**config.mk**
```make
export PLATFORM = sky130hd
export DESIGN_NAME = pbic_rules
export DESIGN_NICKNAME = d
export VERILOG_FILES = /design/src/pbic_pkg.sv /design/src/pbic_rules.sv
export SDC_FILE = /design/constraint.sdc
export NUM_CORES = 2
export LEC_CHECK = 0
export BUFFER_PORTS_ARGS = -buffer_cell sky130_fd_sc_hd__clkbuf_2
export CORE_ASPECT_RATIO = 2
export CORE_MARGIN = 5
export CORE_UTILIZATION = 68
export DETAILED_ROUTE_END_ITERATION = 8
export PLACE_DENSITY_LB_ADDON = 0.05
export SYNTH_ARGS = -nofsm -noshare
export SYNTH_HDL_FRONTEND = slang
export SYNTH_SLANG_ARGS = --single-unit
```
**constraint.sdc**
```tcl
create_clock -name vclk -period 21.2
set_input_delay 1.06 -clock vclk [all_inputs]
set_output_delay 1.06 -clock vclk [all_outputs]
set_load 0.02 [all_outputs]
```
**src/pbic_pkg.sv**
```systemverilog
package pbic_pkg;

   // Fixed field widths of the bar and result transactions.
   localparam int TIME_BITS    = 32;
   localparam int PORT_PRICE_BITS = 32;
   localparam int VOLUME_BITS  = 48;
   localparam int MASK_BITS    = 5;
   localparam int JUMP_BITS    = 10;
   localparam int GAP_BITS     = 11;

   // Configuration port.
   localparam int CSR_INDEX_BITS = 4;
   localparam int CSR_DATA_BITS  = 16;

   localparam logic [CSR_INDEX_BITS-1:0] CSR_JUMP_LIMIT   = CSR_INDEX_BITS'(0);
   localparam logic [CSR_INDEX_BITS-1:0] CSR_EXPECTED_GAP = CSR_INDEX_BITS'(1);

   localparam logic [JUMP_BITS-1:0] JUMP_LIMIT_RESET = JUMP_BITS'(100);
   localparam logic [GAP_BITS-1:0]  GAP_RESET        = GAP_BITS'(1);

   // The jump limit is expressed in thousandths of the previous close.
   localparam int JUMP_SCALE = 1000;

   // Bit positions in the violation mask.
   localparam int RULE_ZERO  = 0;
   localparam int RULE_GAP   = 1;
   localparam int RULE_RANGE = 2;
   localparam int RULE_JUMP  = 3;
   localparam int RULE_FLAT  = 4;

   typedef struct packed {
      logic [JUMP_BITS-1:0] jump_limit_permille;
      logic [GAP_BITS-1:0]  expected_gap_minutes;
   } cfg_type;

endpackage

```
**src/pbic_rules.sv**
```systemverilog
module pbic_rules
   import pbic_pkg::*;
#(
   parameter int unsigned PRICE_BITS = 32
) (
   input  cfg_type               cfg,
   input  logic                  have_previous,
   input  logic [TIME_BITS-1:0]  last_time,
   input  logic [PRICE_BITS-1:0] last_close,
   input  logic [TIME_BITS-1:0]  time_minutes,
   input  logic [PRICE_BITS-1:0] open_price,
   input  logic [PRICE_BITS-1:0] high_price,
   input  logic [PRICE_BITS-1:0] low_price,
   input  logic [PRICE_BITS-1:0] close_price,
   input  logic [VOLUME_BITS-1:0] traded_volume,
   output logic [MASK_BITS-1:0]  violation_mask
);

   localparam int PROD_BITS = PRICE_BITS + JUMP_BITS;

   logic [TIME_BITS:0]      expected_time;
   logic [PRICE_BITS-1:0]   jump_diff;
   logic [PROD_BITS-1:0]    diff_scaled;
   logic [PROD_BITS-1:0]    limit_scaled;

   // The sum keeps its carry so that a wrapped timestamp never matches.
   assign expected_time = {1'b0, last_time} + (TIME_BITS + 1)'(cfg.expected_gap_minutes);

   assign jump_diff = (open_price >= last_close) ? (open_price - last_close)
                                                 : (last_close - open_price);

   // Cross-multiplied form of |open - last_close| / last_close > limit / 1000.
   assign diff_scaled  = PROD_BITS'(jump_diff) * PROD_BITS'(JUMP_SCALE);
   assign limit_scaled = PROD_BITS'(cfg.jump_limit_permille) * PROD_BITS'(last_close);

   always_comb begin
      violation_mask = '0;
      violation_mask[RULE_ZERO] = (open_price == '0) || (high_price == '0) ||
                                  (low_price == '0) || (close_price == '0);
      violation_mask[RULE_GAP] = have_previous &&
                                 (expected_time != {1'b0, time_minutes});
      violation_mask[RULE_RANGE] = (high_price < low_price) ||
                                   (open_price > high_price) || (open_price < low_price) ||
                                   (close_price > high_price) || (close_price < low_price);
      violation_mask[RULE_JUMP] = have_previous && (diff_scaled > limit_scaled);
      violation_mask[RULE_FLAT] = (traded_volume != '0) && (open_price == high_price) &&
                                  (high_price == low_price) && (low_price == close_price);
   end

endmodule
```
==> results list <==
- Die Y: 278 um
- The die is 144 um wide.
- Final setup violation count: 0
- Worst Setup SP: last_close[26]
* Fin crit period: 12.74 ns
* Row Count: 98
* Number of warnings reported in the yosys synthesis log: 0
* Detail Placement HPWL: 75300 um
- The worst pin sits at a relative slew slack of -5.43%.
- Setup repair after global routing missed its margin: no
- The cell count after synthesis came out at 2972.
* Worst setup SP type: input pin
- Input/output buffers: 299
* Overall die area: 0.0400 mm^2
- The mapped netlist covers 0.0244 mm^2.
- Final worst-path cycle share: 60.1%
- Global-route wire length before repair: 134000 um
- At the end of the flow, the number of nets in the layout was 4255.
* Final sequential cell count: 0
- Boundary Pins: 299
- Among the stages of the critical path, the cell type that occurs most often is fa_1.
* GPL Wtd Cong: 1.11
* Global-route congestion overflow total: 0
- Final Routed Wirelength: 87100 um
* Top library cells by usage in the layout, fill and taps aside: inv_1, ha_1, fa_1, clkbuf_2, nand2_1
- In this run, distinct cell masters in the synthesized netlist total 80.
- The share of synthesized area in the top cell type comes to 28.4%.
- Initial antenna violation count: 0
- Post-cts sizing count: 0
* Violated checks: capacitance limit, slew limit
- In the routed layout, each cell is associated on average with a via count of 6.52.
- The number of endpoints with negative hold slack in the final report came to 0.
- Critical path class: in2out
* Area of the core: 0.0357 mm^2
* Final ANT Viol Nets: 0
- Delay contributed by the slowest stage of the critical path: 0.61 ns
- The critical path ends at violation_mask[3].
* Number of clock buffers in the layout: 0
- First DRT Iteration DRCs: 1501
- Run status: finished, violations left
- For the worst setup path, the data required time is 20.14 ns.
* Fraction of the yosys area taken by sequential cells: 0%
- Maximum capacitance violations: 1
- Filler cell count in the final layout: 2691
- STA puts the critical path data arrival time at 11.68 ns.
- The number of nets handed over by synthesis was 4038.
- Number of design rule violations left after detail routing: 0
* Initial core utilization: 68.4%
* Crit path capture type: primary output
* Hold bufs inserted after CTS: 0
- Most common cell after layout, fill and taps aside: inv_1
- Cell type contributing the most total cell area after synthesis: fa_1
- Global routing used 43.1% of the available tracks across all layers.
- Crit-path max FO: 15
- For the pin with the worst max-slew slack, the measured transition is 1.57 ns.
- Relative to the synthesized area, the layout overhead comes to 7.00%.
* Maximum clock frequency: 0.0785 GHz
- In the final layout, flip-flops and latches occupy 0 um^2.
* Pin count of the biggest net entering global routing: 33
- Summed over all failing endpoints, the final setup total negative slack is 0 ns.
* Top cells by area, synth: fa_1, ha_1, inv_1
- Vias in the first global route: 26509
- Slowest CP cell: fa_1
* Buffer count from post-CTS setup fixing: 0
- Syn_area_per_cell: 8.21 um^2
- Fraction of final layout cells with drive strength greater than 1: 10.9%
* Drt wl/cell: 24.0 um
- Number of vias in the routed layout: 23715
* Max-slew violation total from the final report: 4
* Area of the multi-input gates: 0.0222 mm^2
- In this run the worst hold path is classified as in2out.
- First-pass iteration count of the detailed router: 5
[cell usage after synthesis, drive strengths merged (7+ instances only)]
cell type,n
o21bai,33
fa,346
nand2b,20
a211oi,14
nor2b,32
and2,138
clkbuf,72
xnor2,111
nor4,57
or2,14
and3,11
xor2,65
a31oi,13
mux2i,17
ha,426
nor3,34
nor2,90
inv,487
a21oi,205
o21ai,97
or3,9
o31ai,7
o211ai,26
a21boi,9
nand2,292
buf,16
a21o,106
nand4,74
nand3,32
o21a,30
[how the worst min path moves through the flow]
stage,startpoint,end,depth (start not counted)
2_1_floorplan,have_previous,violation_mask[3],2
3_3_place_gp,have_previous,violation_mask[1],3
3_5_place_dp,have_previous,violation_mask[1],3
4_1_cts,have_previous,violation_mask[1],3
5_1_grt,have_previous,violation_mask[1],3
6_report,have_previous,violation_mask[1],3
[per-stage QoR]
step	util [%]	std cells	hold WS [ns]	instance area (um^2)	setup WS [ns]
after global routing	73.2	3637	2.67	26100	7.96
after detailed placement	73.2	3637	2.62	26100	8.79
after CTS	73.2	3637	2.62	26100	8.73
final	73.2	3638	2.69	26100	8.46
after global placement	73.2	3637	2.63	26100	8.97
after floorplan	-	2972	2.28	24400	10.48
[metal layers]
layer / up-vias / track usage (%) / routed length (um)
met1: 11317 / 37.0 / 24300
li1: 10406 / - / -
met2: 1325 / 77.7 / 44800
met4: 0 / 46.2 / 12400
met5: - / 0 / 0
met3: 667 / 6.62 / 5630
[layout make-up]
type                       instances  area share (%)
multi-input combinational       2397            85.0
inverter                         487            7.00
antenna                            1         0.00958
timing repair buffer             303            5.84
tap                              450            2.16
[logic make-up (layout without fill, tap and decap cells)]
family	Yosys count	count (layout)	share of synthesized area, %
simple gates	828	828	17.2
mux	19	19	0.841
compound gates	596	596	15.7
other cells	0	1	0
fa+ha+maj	778	778	50.5
xor+xnor	176	176	6.75
buf+inv	575	790	9.06
[critical path, delay by kind of cell]
| kind | cells | cell delay, ns |
|---|---|---|
| mux | 1 | 0.41 |
| fa+ha+maj | 7 | 3.40 |
| xor+xnor | 2 | 0.64 |
| buf+inv | 5 | 0.85 |
| compound gates | 9 | 2.11 |
| simple gates | 12 | 3.22 |
